## src/rtl/core/icymsd_pkg.sv

```systemverilog
// Package with shared types and constants of the interval metadata demultiplexer.
`timescale 1ns / 1ps

package icymsd_pkg;

  // Field widths.
  localparam int BYTE_W     = 8;
  localparam int CNT_W      = 24;
  localparam int CFG_ADDR_W = 2;
  localparam int CFG_DATA_W = 24;

  // Each unit of the length byte stands for this many metadata bytes.
  localparam int META_BLOCK_UNIT = 16;
  localparam int BLK_SHIFT       = $clog2(META_BLOCK_UNIT);

  // Register indexes of the configuration port.
  localparam logic [CFG_ADDR_W-1:0] REG_META_INTERVAL    = 2'd0;
  localparam logic [CFG_ADDR_W-1:0] REG_FORWARD_METADATA = 2'd1;
  localparam logic [CFG_ADDR_W-1:0] REG_CAPTURE_ENABLE   = 2'd2;

  // Stream phase. Phase code three never occurs; it would read as audio.
  typedef enum logic [1:0] {
    PH_AUDIO = 2'd0,
    PH_META  = 2'd2
  } phase_t;

  // Tag carried with every output byte.
  typedef enum logic [1:0] {
    KIND_AUDIO  = 2'd0,
    KIND_LENGTH = 2'd1,
    KIND_META   = 2'd2
  } kind_t;

  // Configuration register contents.
  typedef struct packed {
    logic [CNT_W-1:0] meta_interval;
    logic             forward_metadata;
    logic             capture_enable;
  } cfg_t;

  // One tagged result beat.
  typedef struct packed {
    logic [BYTE_W-1:0] out_byte;
    kind_t             byte_kind;
    logic              forward;
    logic              capture;
    logic              metadata_end;
  } result_t;

endpackage

```

## src/rtl/core/icymsd_ifs.sv

```systemverilog
// Stream and configuration channel interfaces of the demultiplexer.
`timescale 1ns / 1ps

interface icymsd_in_if;
  import icymsd_pkg::*;

  logic              valid;
  logic              ready;
  logic [BYTE_W-1:0] data_byte;

  modport source (output valid, output data_byte, input ready);
  modport sink (input valid, input data_byte, output ready);
endinterface

interface icymsd_out_if;
  import icymsd_pkg::*;

  logic              valid;
  logic              ready;
  logic [BYTE_W-1:0] out_byte;
  logic [1:0]        byte_kind;
  logic              forward;
  logic              capture;
  logic              metadata_end;

  modport source (output valid, output out_byte, output byte_kind, output forward,
                  output capture, output metadata_end, input ready);
  modport sink (input valid, input out_byte, input byte_kind, input forward,
                input capture, input metadata_end, output ready);
endinterface

interface icymsd_cfg_if;
  import icymsd_pkg::*;

  logic                  valid;
  logic                  ready;
  logic [CFG_ADDR_W-1:0] addr;
  logic [CFG_DATA_W-1:0] wdata;

  modport source (output valid, output addr, output wdata, input ready);
  modport sink (input valid, input addr, input wdata, output ready);
endinterface

```

## src/rtl/core/icymsd_cfg_regs.sv

```systemverilog
// Configuration registers written through the configuration channel.
`timescale 1ns / 1ps

module icymsd_cfg_regs (
  input  logic            clk,
  input  logic            rst_n,
  icymsd_cfg_if.sink      cfg_chan,
  output icymsd_pkg::cfg_t cfg
);
  import icymsd_pkg::*;

  cfg_t cfg_r;
  cfg_t cfg_nxt;
  logic wr_en;

  // Writes are always taken; unknown indexes are dropped.
  assign cfg_chan.ready = 1'b1;
  assign wr_en          = cfg_chan.valid;

  always_comb begin
    cfg_nxt = cfg_r;
    if (wr_en) begin
      case (cfg_chan.addr)
        REG_META_INTERVAL:    cfg_nxt.meta_interval    = cfg_chan.wdata[CNT_W-1:0];
        REG_FORWARD_METADATA: cfg_nxt.forward_metadata = cfg_chan.wdata[0];
        REG_CAPTURE_ENABLE:   cfg_nxt.capture_enable   = cfg_chan.wdata[0];
        default:              cfg_nxt = cfg_r;
      endcase
    end
  end

  always_ff @(posedge clk) begin
    if (!rst_n) begin
      cfg_r <= '0;
    end else begin
      cfg_r <= cfg_nxt;
    end
  end

  assign cfg = cfg_r;

endmodule

```

## src/rtl/core/icymsd_in_reg.sv

```systemverilog
// Input register stage holding one raw stream byte.
`timescale 1ns / 1ps

module icymsd_in_reg (
  input  logic                             clk,
  input  logic                             rst_n,
  icymsd_in_if.sink                        in_chan,
  input  logic                             space,
  output logic                             s1_valid,
  output logic [icymsd_pkg::BYTE_W-1:0]    s1_byte
);
  import icymsd_pkg::*;

  logic              valid_r;
  logic              valid_nxt;
  logic [BYTE_W-1:0] byte_r;
  logic              take;

  // The stage refills whenever it is empty or drains in this cycle.
  assign in_chan.ready = !valid_r || space;
  assign take          = in_chan.valid && in_chan.ready;

  always_comb begin
    valid_nxt = valid_r;
    if (take) begin
      valid_nxt = 1'b1;
    end else if (space) begin
      valid_nxt = 1'b0;
    end
  end

  always_ff @(posedge clk) begin
    if (!rst_n) begin
      valid_r <= 1'b0;
    end else begin
      valid_r <= valid_nxt;
    end
  end

  // Payload needs no reset.
  always_ff @(posedge clk) begin
    if (take) begin
      byte_r <= in_chan.data_byte;
    end
  end

  assign s1_valid = valid_r;
  assign s1_byte  = byte_r;

endmodule

```

## src/rtl/core/icymsd_core.sv

```systemverilog
// Phase and byte counter logic that tags each stream byte.
`timescale 1ns / 1ps

module icymsd_core (
  input  logic                          clk,
  input  logic                          rst_n,
  input  icymsd_pkg::cfg_t              cfg,
  input  logic                          fire,
  input  logic [icymsd_pkg::BYTE_W-1:0] s1_byte,
  output icymsd_pkg::result_t           res
);
  import icymsd_pkg::*;

  phase_t           phase_r;
  phase_t           phase_nxt;
  logic [CNT_W-1:0] count_r;
  logic [CNT_W-1:0] count_nxt;
  logic [CNT_W-1:0] count_dec;
  kind_t            kind;
  logic             meta_end;

  // Metadata countdown stops at zero.
  assign count_dec = (count_r != '0) ? count_r - CNT_W'(1) : '0;

  // Next phase and count for the byte in the input stage.
  always_comb begin
    phase_nxt = phase_r;
    count_nxt = count_r;
    kind      = KIND_AUDIO;
    meta_end  = 1'b0;
    if (cfg.meta_interval == '0) begin
      // Demultiplexing is off: every byte is audio.
      phase_nxt = PH_AUDIO;
      count_nxt = '0;
    end else if (phase_r == PH_META) begin
      kind      = KIND_META;
      count_nxt = count_dec;
      if (count_dec == '0) begin
        meta_end  = 1'b1;
        phase_nxt = PH_AUDIO;
      end
    end else if (count_r >= cfg.meta_interval) begin
      // Interval reached, so this is the length byte.
      kind = KIND_LENGTH;
      if (s1_byte == '0) begin
        phase_nxt = PH_AUDIO;
        count_nxt = '0;
      end else begin
        phase_nxt = PH_META;
        count_nxt = CNT_W'(s1_byte) << BLK_SHIFT;
      end
    end else begin
      phase_nxt = PH_AUDIO;
      count_nxt = count_r + CNT_W'(1);
    end
  end

  always_ff @(posedge clk) begin
    if (!rst_n) begin
      phase_r <= PH_AUDIO;
      count_r <= '0;
    end else if (fire) begin
      phase_r <= phase_nxt;
      count_r <= count_nxt;
    end
  end

  // Result beat for the output register.
  always_comb begin
    res.out_byte     = s1_byte;
    res.byte_kind    = kind;
    res.forward      = (kind == KIND_AUDIO) ? 1'b1 : cfg.forward_metadata;
    res.capture      = (kind == KIND_AUDIO) ? cfg.capture_enable : 1'b0;
    res.metadata_end = meta_end;
  end

  // The metadata phase always has bytes left to count.
  a_meta_count_nonzero: assert property (@(posedge clk) disable iff (!rst_n)
    phase_r == PH_META |-> count_r != '0)
    else $error("metadata phase with zero byte count");

  // With demultiplexing off the state returns to audio with an empty count.
  a_interval_zero_clears: assert property (@(posedge clk) disable iff (!rst_n)
    fire && cfg.meta_interval == '0 |=> phase_r == PH_AUDIO && count_r == '0)
    else $error("state not cleared with interval zero");

  // A nonzero length byte opens a block of sixteen bytes per unit.
  a_length_loads_count: assert property (@(posedge clk) disable iff (!rst_n)
    fire && kind == KIND_LENGTH && s1_byte != '0
    |=> phase_r == PH_META && count_r == (CNT_W'($past(s1_byte)) << BLK_SHIFT))
    else $error("length byte did not load the metadata count");

endmodule

```

## src/rtl/core/icymsd_out_reg.sv

```systemverilog
// Output register stage that holds one tagged result beat.
`timescale 1ns / 1ps

module icymsd_out_reg (
  input  logic                clk,
  input  logic                rst_n,
  input  logic                load,
  input  icymsd_pkg::result_t res,
  icymsd_out_if.source        out_chan,
  output logic                space
);
  import icymsd_pkg::*;

  logic    valid_r;
  logic    valid_nxt;
  result_t res_r;

  // The register can take a beat when empty or when its beat leaves now.
  assign space = !valid_r || out_chan.ready;

  always_comb begin
    valid_nxt = valid_r;
    if (load) begin
      valid_nxt = 1'b1;
    end else if (out_chan.ready) begin
      valid_nxt = 1'b0;
    end
  end

  always_ff @(posedge clk) begin
    if (!rst_n) begin
      valid_r <= 1'b0;
    end else begin
      valid_r <= valid_nxt;
    end
  end

  always_ff @(posedge clk) begin
    if (load) begin
      res_r <= res;
    end
  end

  assign out_chan.valid        = valid_r;
  assign out_chan.out_byte     = res_r.out_byte;
  assign out_chan.byte_kind    = res_r.byte_kind;
  assign out_chan.forward      = res_r.forward;
  assign out_chan.capture      = res_r.capture;
  assign out_chan.metadata_end = res_r.metadata_end;

  // The end flag only ever marks a metadata byte.
  a_end_on_meta: assert property (@(posedge clk) disable iff (!rst_n)
    valid_r && res_r.metadata_end |-> res_r.byte_kind == KIND_META)
    else $error("metadata end flag on a non-metadata byte");

  // Capture applies to audio bytes only, and audio is always forwarded.
  a_capture_audio: assert property (@(posedge clk) disable iff (!rst_n)
    valid_r && res_r.capture |-> res_r.byte_kind == KIND_AUDIO && res_r.forward)
    else $error("capture flag on a non-audio byte");

endmodule

```

## src/rtl/core/icy_metadata_stream_demux_unit.sv

```systemverilog
// Top level of the interval metadata demultiplexer.
//
//   Channel   Dir  Beat contents
//   in_chan   in   data_byte
//   out_chan  out  out_byte, byte_kind, forward, capture, metadata_end
//   cfg_chan  in   addr (register index), wdata
//
// One byte per cycle sustained while the output is not stalled; an accepted byte
// passes through the input register and then the output register to the output.
// The phase and byte counter update in the cycle a byte leaves the input register.
// A stall on the output holds both stages; the input keeps taking beats while
// the input register has room.
// Synchronous active-low reset clears the valid flags, config, phase and counter.
`timescale 1ns / 1ps

module icy_metadata_stream_demux_unit (
  input  logic          clk,
  input  logic          rst_n,
  icymsd_in_if.sink     in_chan,
  icymsd_out_if.source  out_chan,
  icymsd_cfg_if.sink    cfg_chan
);
  import icymsd_pkg::*;

  cfg_t              cfg;
  logic              space;
  logic              s1_valid;
  logic [BYTE_W-1:0] s1_byte;
  logic              fire;
  result_t           res;

  // A byte moves on when the output register has room.
  assign fire = s1_valid && space;

  icymsd_cfg_regs u_cfg_regs (
    .clk      (clk),
    .rst_n    (rst_n),
    .cfg_chan (cfg_chan),
    .cfg      (cfg)
  );

  icymsd_in_reg u_in_reg (
    .clk      (clk),
    .rst_n    (rst_n),
    .in_chan  (in_chan),
    .space    (space),
    .s1_valid (s1_valid),
    .s1_byte  (s1_byte)
  );

  icymsd_core u_core (
    .clk     (clk),
    .rst_n   (rst_n),
    .cfg     (cfg),
    .fire    (fire),
    .s1_byte (s1_byte),
    .res     (res)
  );

  icymsd_out_reg u_out_reg (
    .clk      (clk),
    .rst_n    (rst_n),
    .load     (fire),
    .res      (res),
    .out_chan (out_chan),
    .space    (space)
  );

endmodule
```

## src/flat_wrapper.sv

```systemverilog
// flat-port wrapper written by rule: the top's interface ports become plain ports
module icy_metadata_stream_demux_unit_flat import icymsd_pkg::*;
  (clk, rst_n, in_chan_valid, in_chan_data_byte, in_chan_ready, out_chan_valid, out_chan_out_byte, out_chan_byte_kind, out_chan_forward, out_chan_capture, out_chan_metadata_end, out_chan_ready, cfg_chan_valid, cfg_chan_addr, cfg_chan_wdata, cfg_chan_ready);
  icymsd_in_if in_chan_i ();
  icymsd_out_if out_chan_i ();
  icymsd_cfg_if cfg_chan_i ();
  input  logic clk;
  input  logic rst_n;
  input wire logic [$bits(in_chan_i.valid)-1:0] in_chan_valid;
  input wire logic [$bits(in_chan_i.data_byte)-1:0] in_chan_data_byte;
  output wire logic [$bits(in_chan_i.ready)-1:0] in_chan_ready;
  output wire logic [$bits(out_chan_i.valid)-1:0] out_chan_valid;
  output wire logic [$bits(out_chan_i.out_byte)-1:0] out_chan_out_byte;
  output wire logic [$bits(out_chan_i.byte_kind)-1:0] out_chan_byte_kind;
  output wire logic [$bits(out_chan_i.forward)-1:0] out_chan_forward;
  output wire logic [$bits(out_chan_i.capture)-1:0] out_chan_capture;
  output wire logic [$bits(out_chan_i.metadata_end)-1:0] out_chan_metadata_end;
  input wire logic [$bits(out_chan_i.ready)-1:0] out_chan_ready;
  input wire logic [$bits(cfg_chan_i.valid)-1:0] cfg_chan_valid;
  input wire logic [$bits(cfg_chan_i.addr)-1:0] cfg_chan_addr;
  input wire logic [$bits(cfg_chan_i.wdata)-1:0] cfg_chan_wdata;
  output wire logic [$bits(cfg_chan_i.ready)-1:0] cfg_chan_ready;
  assign in_chan_i.valid = in_chan_valid;
  assign in_chan_i.data_byte = in_chan_data_byte;
  assign in_chan_ready = in_chan_i.ready;
  assign out_chan_valid = out_chan_i.valid;
  assign out_chan_out_byte = out_chan_i.out_byte;
  assign out_chan_byte_kind = out_chan_i.byte_kind;
  assign out_chan_forward = out_chan_i.forward;
  assign out_chan_capture = out_chan_i.capture;
  assign out_chan_metadata_end = out_chan_i.metadata_end;
  assign out_chan_i.ready = out_chan_ready;
  assign cfg_chan_i.valid = cfg_chan_valid;
  assign cfg_chan_i.addr = cfg_chan_addr;
  assign cfg_chan_i.wdata = cfg_chan_wdata;
  assign cfg_chan_ready = cfg_chan_i.ready;
  icy_metadata_stream_demux_unit u_core (.clk(clk), .rst_n(rst_n), .in_chan(in_chan_i), .out_chan(out_chan_i), .cfg_chan(cfg_chan_i));
endmodule
```

## config.mk

```make
export PLATFORM = sky130hd
export DESIGN_NAME = icy_metadata_stream_demux_unit_flat
export DESIGN_NICKNAME = d
export VERILOG_FILES = /design/src/rtl/core/icymsd_pkg.sv /design/src/rtl/core/icymsd_ifs.sv /design/src/rtl/core/icymsd_cfg_regs.sv /design/src/rtl/core/icymsd_in_reg.sv /design/src/rtl/core/icymsd_core.sv /design/src/rtl/core/icymsd_out_reg.sv /design/src/rtl/core/icy_metadata_stream_demux_unit.sv /design/src/flat_wrapper.sv
export SDC_FILE = /design/constraint.sdc
export NUM_CORES = 1
export LEC_CHECK = 0
export BUFFER_PORTS_ARGS = -buffer_cell sky130_fd_sc_hd__buf_2
export CAP_MARGIN = 20
export CORE_UTILIZATION = 64
export DETAILED_ROUTE_END_ITERATION = 16
export PLACE_DENSITY = 0.92
export SYNTH_ARGS = -nofsm -noshare
export SYNTH_HDL_FRONTEND = slang
export SYNTH_SLANG_ARGS = --single-unit
```

## constraint.sdc

```tcl
create_clock -name clk -period 8.18 [get_ports clk]
set_input_delay 0.409 -clock clk [delete_from_list [all_inputs] [get_ports clk]]
set_output_delay 0.409 -clock clk [all_outputs]
set_load 0.05 [all_outputs]
```

# Yosys cells after proc, flatten, opt, wreduce, memory -nomap -nowiden
# Index checks and enable logic that the tools add are counted.
[totals] ramBits=0 mem_count=0 romBits=0 elab_cells=58 latch_bits=0 in_bits=39 register_bits=75 out_inout_bits=16
[classes] multipliers=0 reduce_logical=19 shifts=0 n_div=0 addsub=2 magnitude_cmp=1 eq_ne=4 muxes=18 bitwise_logic=1
[ops] cell="$mux 24" count=4
[ops] cell="$logic_not 24->1" count=2
[ops] cell="$add 24x1->24 const B" count=1
[ops] cell="$ge 24x24->1" count=1
[ops] cell="$reduce_bool 24->1" count=1
[ops] cell="$sub 24x1->24 const B" count=1
[ops] cell="$mux 2" count=7
[ops] cell="$mux 12" count=1
[ops] cell="$logic_not 8->1" count=1
[ops] cell="$reduce_and 2->1" count=4
[ops] cell="$mux 1" count=6
[ops] cell="$eq 2x2->1 const B" count=2
[ops] cell="$logic_not 2->1" count=2
[ops] cell="$reduce_bool 2->1" count=2
[ops] cell="$ne 3x2->1 const B" count=1
[ops] cell="$eq 2x1->1 const B" count=1
[ops] cell="$logic_and 1x1->1" count=2
[ops] cell="$logic_not 1->1" count=2
[ops] cell="$logic_or 1x1->1" count=2
[ops] cell="$reduce_or 2->1" count=1
[ops] cell="$not 1->1" count=1

# Depth between registers and ports, before layout
# Gate-level depths: netlist (run 1).
[depth] word_depth=6 mapped_depth=10

# Hierarchy
# From an unflattened synthesis (run 1), not the netlist that was laid out.
[unflattened] cells_unflattened=618 area_unflattened_um2=5089.9
[by_module_without_submodules] mod="icymsd_core" cells_per_inst=471 area_per_inst_um2=3261.9 instances=1 seq_area_each_um2=500.5
[by_module_without_submodules] mod="icymsd_cfg_regs" cells_per_inst=116 area_per_inst_um2=1084.8 instances=1 seq_area_each_um2=520.5
[by_module_without_submodules] mod="icymsd_out_reg" cells_per_inst=17 area_per_inst_um2=439.2 instances=1 seq_area_each_um2=410.4
[by_module_without_submodules] mod="icymsd_in_reg" cells_per_inst=13 area_per_inst_um2=297.8 instances=1 seq_area_each_um2=260.2
[by_module_without_submodules] mod="icy_metadata_stream_demux_unit" cells_per_inst=1 area_per_inst_um2=6.3 instances=1 seq_area_each_um2=0.0

# Worst setup path after synthesis (run 1)
# No wires, ideal clock.
[synth_timing] path_kind="reg2reg" startpoint="register u_core.u_core.count_r[0]" endpoint="register u_core.u_core.count_r[8]" arrival_ns=2.605 stages_incl_launch_ff=10 setup_ns=0.122 synth_period_minus_slack_ns=2.727 required_time_ns=8.058 slack_ns=5.453 cell_sequence="dfxtp_1 inv_1 ha_1 nor3b_1 o21ai_0 a2111oi_0 o211ai_1 nor2_1 o21ai_1 a221o_1"
[synth_between] elab_chain_cells=4 word_cells_on_any_way=8
[synth_lines] item="start: declaration" line="icymsd_core.sv:16" text="logic [CNT_W-1:0] count_r;"
[synth_lines] item="start signal: assignment" line="icymsd_core.sv:64" text="count_r <= count_nxt;"
[synth_lines] item="$add 24x1->24, or another cell as far along" line="icymsd_core.sv:54" text="count_nxt = count_r + CNT_W'(1);"
[synth_lines] item="$mux 24, on equally long branches" line="icymsd_core.sv:42, icymsd_core.sv:23"
[synth_lines] item="$mux 24 *" line="icymsd_core.sv:35" text="end else if (phase_r == PH_META) begin"
[synth_lines] item="$mux 24 *" line="icymsd_core.sv:31" text="if (cfg.meta_interval == '0) begin"
# Every way passes the cells marked *; elsewhere a longest branch is shown, timed or not.
# A chain may end at the register's enable or synchronous reset.

# Worst setup path after layout (run 1)
# Ends and elaborated chain as after synthesis.

==> flow_summary.toml, run 1 <==
[clock_network]
ctsHoldBuffers = 0
cts_setup_buffers = 0
cts_made_buffers = 9
cts_resized = 0
root_buffer = "clkbuf_8"
cts_tree = "done"
clk_latency_ns = 0.36
path_clk_slew_ns = 0.09
cts_max_level = 3
cts_sinks = 74
max-clock-path-buffers = 2

[cells_and_area]
fillers = 571
area_growth_pct = 8.810
seq_area_um2 = 1692
fin_area_um2 = 5207
instances_no_fill = 707
post-route-util_pct = 71.80
layout_common_cells = "nand2_1, buf_2, dfxtp_1"
final_layout_size_suffix_gt1_share_pct = 14.47
multi_input_area_um2 = 2800
nets = 669
final_common_cell = "nand2_1"
antenna_cells = 0

[timing]
hold-worst-slack_ns = 0.2155
finClkSkew_ns = 0.01250
worst_pin_slew_ns = 0.8502
layout_setup_ws_ns = 4.702
fmax_mhz = 287.5
fin_crit_sh_pct = 42.52
rsz0062_at_grt = "no"
layout_min_cycle_time_ns = 3.478
slew_headroom_pct = 43.29
drv_slew = 0
setup_viol = 0
fin_tns_setup_ns = 0
hold_viol_final = 0

[global_routing]
antenna_found_initial = 0
overflow = 0
grt_pass1_wl_um = 20370
grt_pass1_vias = 4285
grt_max_degree = 41
grt.total_usage_pct = 34.47

[yosys]
netlist_area_um2 = 4786
synth_cells = 572
synth_xor_area_share_pct = 4.392
ys_ff_latch = 74
ys_seq_area_share_pct = 35.35
synth_flop_cell = "dfxtp_1"
yosys.area_share.simple_pct = 25.15
synth_fp_nets = 638
yosys.cell_types.count = 72
synth_top_family_by_area = "simple AND/OR/NAND/NOR gates"
muxShareOfSynthArea_pct = 1.359
synth-edff-count = 21
synth_fa_ha_area_share_pct = 7.059
synth.avg_cell_area_um2 = 8.367
synth_compound_area_share_pct = 20.37
async_reset_ff_share_pct = 0
yosys_warnings = 0

[detailed_routing]
viasPerCell = 6.451
route.vias.total = 4561
wire_per_inst_um = 18.39
top_layer_used = "met4"
ant_nets = 0
wl_um = 13000
wl_met1_um = 5261
dr.pass1.iters = 6
dr_wl_met2_um = 6132
dr.first_iter.drc_count = 486
wl_met3_um = 1187
drc_errors = 0

[placed_design]
place_area_um2 = 5020
place_congestion = 0.9369
port_buffers = 53
placed_cells = 691
place_ws_ns = 4.824
place.detailed.hpwl_um = 9307

[flow_run]
max_cap_violations = 0

[pwr]
cell_internal_pwr_uw = 702.2
pwr-share-seq_pct = 35.3
p_leak_nw = 2.054
total_power_mw = 1.223
ir_worst_vdd_v = 0.0001169
power.clock.fraction_pct = 22.8
swShare_pct = 42.61
p_switching_uw = 521.3
powerDensity_nw_per_um2 = 234.9
combPwrFrac_pct = 41.9

[worst_setup_path]
path_buf_inv = 1
r2r_setup_slack_ns = 4.70
critical_path_class = "reg2reg"
worstPathArrival_ns = 3.73
critPathMaxStageDelay_ns = 0.64
startpoint_type = "flop"
crit_path_max_fanout = 9
path_delay_family = "compound AO/OA/AOI/OAI gates"
slowest_stage = "nor2_1"
end_kind = "flop"
cp_cell_sequence = "inv_1, ha_1, nor3b_1, o21ai_0, a2111oi_0, o211ai_1, nor2_1, o21ai_1, a221o_1"
critical_path_required_ns = 8.43

[floorplan]
dieArea_um2 = 7828
coreArea_um2 = 7253
start_util_pct = 65.98
die-width_um = 88.48
die_h_um = 88.48
ios = 55
rows = 31

[run_status]
outcome = "finished, final reports clean"

[min_path]
hp-class = "in2reg"
[Yosys cell counts (all sizes together) (13+ instances only)]
library cell | n | area [µm²]
nand3 | 16 | 90.09
clkbuf | 24 | 93.84
nor4 | 17 | 142.6
nand2 | 87 | 326.6
a21oi | 30 | 150.1
nor3 | 14 | 70.07
nor2 | 36 | 137.6
ha | 27 | 337.8
a21boi | 26 | 195.2
inv | 29 | 108.9
o21ai | 28 | 143.9
xor2 | 13 | 113.9
edfxtp | 21 | 630.6
dfxtp | 53 | 1061
[worst register-to-register path, cell delays in order, from the launching register on]
cell and delay (ns):
dfxtp_1 0.51, inv_1 0.16, ha_1 0.30, nor3b_1 0.18, o21ai_0 0.10, a2111oi_0 0.59, o211ai_1 0.39, nor2_1 0.64
o21ai_1 0.16, a221o_1 0.34
[kinds of logic (layout without fill, tap and decap cells)]
logic type / after synthesis / after routing
AND/OR/NAND/NOR: 233 / 233
other: 1 / 1
flip-flops: 74 / 74
AO/OA/AOI/OAI: 141 / 141
XOR/XNOR: 24 / 24
multiplexers: 6 / 6
adder cells (fa/ha/maj): 27 / 27
buffers and inverters: 66 / 102
[power groups by stage]
stage | registers, mW | clock network, mW | logic [mW]
global route | 0.434 | 0.295 | 0.547
finish | 0.431 | 0.279 | 0.513
detailed placement | 0.438 | 0 | 0.492
floorplan | 0.437 | 0 | 0.376
CTS | 0.430 | 0.278 | 0.495
global placement | 0.437 | 0 | 0.479
[final timing paths]
check             cells after the start                               endpoint                       start
setup / recovery                      9               u_core.u_core.count_r[8]    u_core.u_core.count_r[0]
hold / removal                        1             u_core.u_in_reg.s1_byte[0]        in_chan_data_byte[0]
setup reg to reg                      9               u_core.u_core.count_r[8]    u_core.u_core.count_r[0]
hold reg to reg                       0  u_core.u_out_reg.out_chan.out_byte[5]  u_core.u_in_reg.s1_byte[5]
[flip-flops by register name (all words and copies together) (netlist names)]
register / flops
u_core.u_out_reg.out_chan.forward: 1
u_core.u_in_reg.s1_byte: 8
u_core.u_out_reg.out_chan.metadata_end: 1
u_core.u_out_reg.out_chan.byte_kind: 2
u_core.u_core.phase_r: 1
u_core.u_out_reg.out_chan.valid: 1
u_core.u_core.count_r: 24
u_core.u_in_reg.s1_valid: 1
u_core.u_cfg_regs.cfg: 26
u_core.u_out_reg.out_chan.capture: 1
u_core.u_out_reg.out_chan.out_byte: 8
[cell type report]
type / instances / area share (%)
multi-input cells: 432 / 53.77
flip-flops and latches: 74 / 32.48
repair buffers: 56 / 5.598
clock buffers: 11 / 2.931
well taps: 99 / 2.379
inverters: 30 / 2.162
clock inverters: 5 / 0.6728
[per-layer routing]
layer	vias up	track usage, %
met4	0	16.42
met2	251	56.64
li1	2131	-
met1	2128	43.28
met3	51	7.183
met5	-	0
Note: power is estimated with default switching activity, not from simulation.
==> inputs of run 2 (changes only) <==
--- a/config.mk
+++ b/config.mk
@@ -7,9 +7,9 @@
 export LEC_CHECK = 0
 export BUFFER_PORTS_ARGS = -buffer_cell sky130_fd_sc_hd__buf_2
 export CAP_MARGIN = 20
-export CORE_UTILIZATION = 64
+export CORE_UTILIZATION = 53
 export DETAILED_ROUTE_END_ITERATION = 16
-export PLACE_DENSITY = 0.92
+export PLACE_DENSITY = 0.82
 export SYNTH_ARGS = -nofsm -noshare
 export SYNTH_HDL_FRONTEND = slang
 export SYNTH_SLANG_ARGS = --single-unit
==> constraint.sdc (replaced) <==
create_clock -name clk -period 2.95 [get_ports clk]
set_input_delay 0.1475 -clock clk [delete_from_list [all_inputs] [get_ports clk]]
set_output_delay 0.1475 -clock clk [all_outputs]
set_load 0.05 [all_outputs]
==> run 2 against run 1 <==
Against the previous run:
- global-route usage decreased by 4.8 points
- clock-buffer cell count unchanged
- combinational power increased to 3.3 times the previous value
- register-to-register slack got worse by 4.6 ns
- critical path depth increased by 1
- maximum frequency increased by 23%
- clock power increased to 2.7 times the previous value
- wire length increased by 5.7%
==> flow_summary.toml, run 2 (synthesis gave the netlist of run 1 again) <==
[run_status]
outcome = "finished, final reports clean"

[timing]
hold-worst-slack_ns = 0.01689
layout_min_cycle_time_ns = 2.831
fin_tns_setup_ns = 0
fin_crit_sh_pct = 95.97
setup_viol = 0
fmax_mhz = 353.2
rsz0062_at_grt = "no"
worst_pin_slew_ns = 0.6260
drv_slew = 0
hold_viol_final = 0
layout_setup_ws_ns = 0.1188
finClkSkew_ns = 0.007559
slew_headroom_pct = 58.21

[clock_network]
cts_sinks = 74
cts_max_level = 3
root_buffer = "clkbuf_8"
max-clock-path-buffers = 2
cts_made_buffers = 9
cts_tree = "done"
path_clk_slew_ns = 0.08
clk_latency_ns = 0.37

[worst_setup_path]
r2r_setup_slack_ns = 0.12
startpoint_type = "flop"
critical_path_class = "reg2reg"
regToRegStartpoint = "u_core.u_cfg_regs.cfg[25]"
end_kind = "flop"
rr_worst_depth = 10
worstPathArrival_ns = 3.09
critical_path_required_ns = 3.21
rr_endpoint = "u_core.u_core.count_r[20]"
crit_path_max_fanout = 7
crit_start = "u_core.u_cfg_regs.cfg[25]"

[global_routing]
grt_pass1_vias = 4538
grt_pass1_wl_um = 22200
grt.total_usage_pct = 29.64
grt_max_degree = 25
overflow = 0
antenna_found_initial = 0

[cells_and_area]
final_common_cell = "nand2_1"
largest_register_ffs = 26
fin_area_um2 = 5582
final_layout_size_suffix_gt1_share_pct = 19.72
layout_common_cells = "nand2_1, buf_2, dfxtp_1"
antenna_cells = 0
fillers = 702
nets = 715
area_growth_pct = 16.63

[detailed_routing]
dr.first_iter.drc_count = 528
route.vias.total = 4773
wl_um = 13740
dr.pass1.iters = 6
ant_nets = 0
wire_per_inst_um = 18.03
drc_errors = 0
viasPerCell = 6.264

[placed_design]
port_buffers = 53
place_area_um2 = 5305
place.detailed.hpwl_um = 10090
place_congestion = 0.9613
place_ws_ns = 0.07571

[min_path]
min_to = "u_core.u_cfg_regs.cfg[5]"
holdPathStages = 3
hp-start = "cfg_chan_wdata[3]"
hp-class = "in2reg"

[floorplan]
dieArea_um2 = 9414
die-width_um = 97.03
rows = 34
coreArea_um2 = 8721
ios = 55
start_util_pct = 54.88
die_h_um = 97.03

[flow_run]
max_cap_violations = 0

[pwr]
pwr-share-seq_pct = 32.6
p_switching_mw = 1.509
powerDensity_nw_per_um2 = 642.6
combPwrFrac_pct = 46.5
swShare_pct = 42.07
ir_worst_vdd_v = 0.0003970
cell_internal_pwr_mw = 2.078
power.clock.fraction_pct = 21.0
p_leak_nw = 2.265
run 2: routing by layer:
layer	track usage (%)	share of wire (%)
met5	0	0
met4	12.28	3.8
met3	6.286	9.0
met2	48.37	46
met1	38.00	41
run 2: how the worst max path moves through the flow:
| stage | to | depth (start not counted) |
|---|---|---|
| floorplan | u_core.u_core.count_r[8] | 9 |
| global route | u_core.u_core.count_r[20] | 10 |
| global placement | u_core.u_core.count_r[10] | 8 |
| CTS | u_core.u_core.count_r[10] | 8 |
| finish | u_core.u_core.count_r[20] | 10 |
| detailed placement | u_core.u_core.count_r[10] | 8 |
run 2: area by class of cell:
cell class | instances | area (µm²) | area share, %
multi-input cells | 432 | 2809 | 50.32
flip-flops and latches | 74 | 1692 | 30.31
repair buffers | 102 | 653.1 | 11.70
clock buffers | 11 | 141.4 | 2.533
well taps | 108 | 135.1 | 2.421
inverters | 30 | 112.6 | 2.017
clock inverters | 5 | 38.79 | 0.6949
run 2: repair_timing:
action	in CTS	in global routing
hold buffers	8	0
setup endpoints to repair	0	13
gates resized for setup	0	4
hold endpoints to repair	8	0
buffers inserted	0	1
run 2: metrics by stage:
stage	util, %	total power [mW]	cells
after floorplan	-	2.257	572
after global placement	60.83	2.723	737
after detailed placement	60.83	2.746	737
after CTS	63.82	3.499	761
after global routing	64.00	3.738	762
final	64.00	3.587	762
run 2: critical path: stages, from the launching register on:
cell and delay (ns):
dfxtp_1 0.36, inv_1 0.05, ha_1 0.32, nand4_1 0.17
nor4_1 0.51, o21ai_0 0.23, o211ai_1 0.30, buf_4 0.23
a21oi_1 0.10, buf_4 0.19, a211o_1 0.25
run 2: power by group through the flow:
stage                     Combinational [mW]  Clock, mW  Sequential (mW)
after floorplan                         1.04          0             1.21
after global placement                  1.54          0             1.19
after detailed placement                1.56          0             1.19
after CTS                               1.57      0.759             1.17
after global routing                    1.77      0.789             1.17
final                                   1.67      0.752             1.17
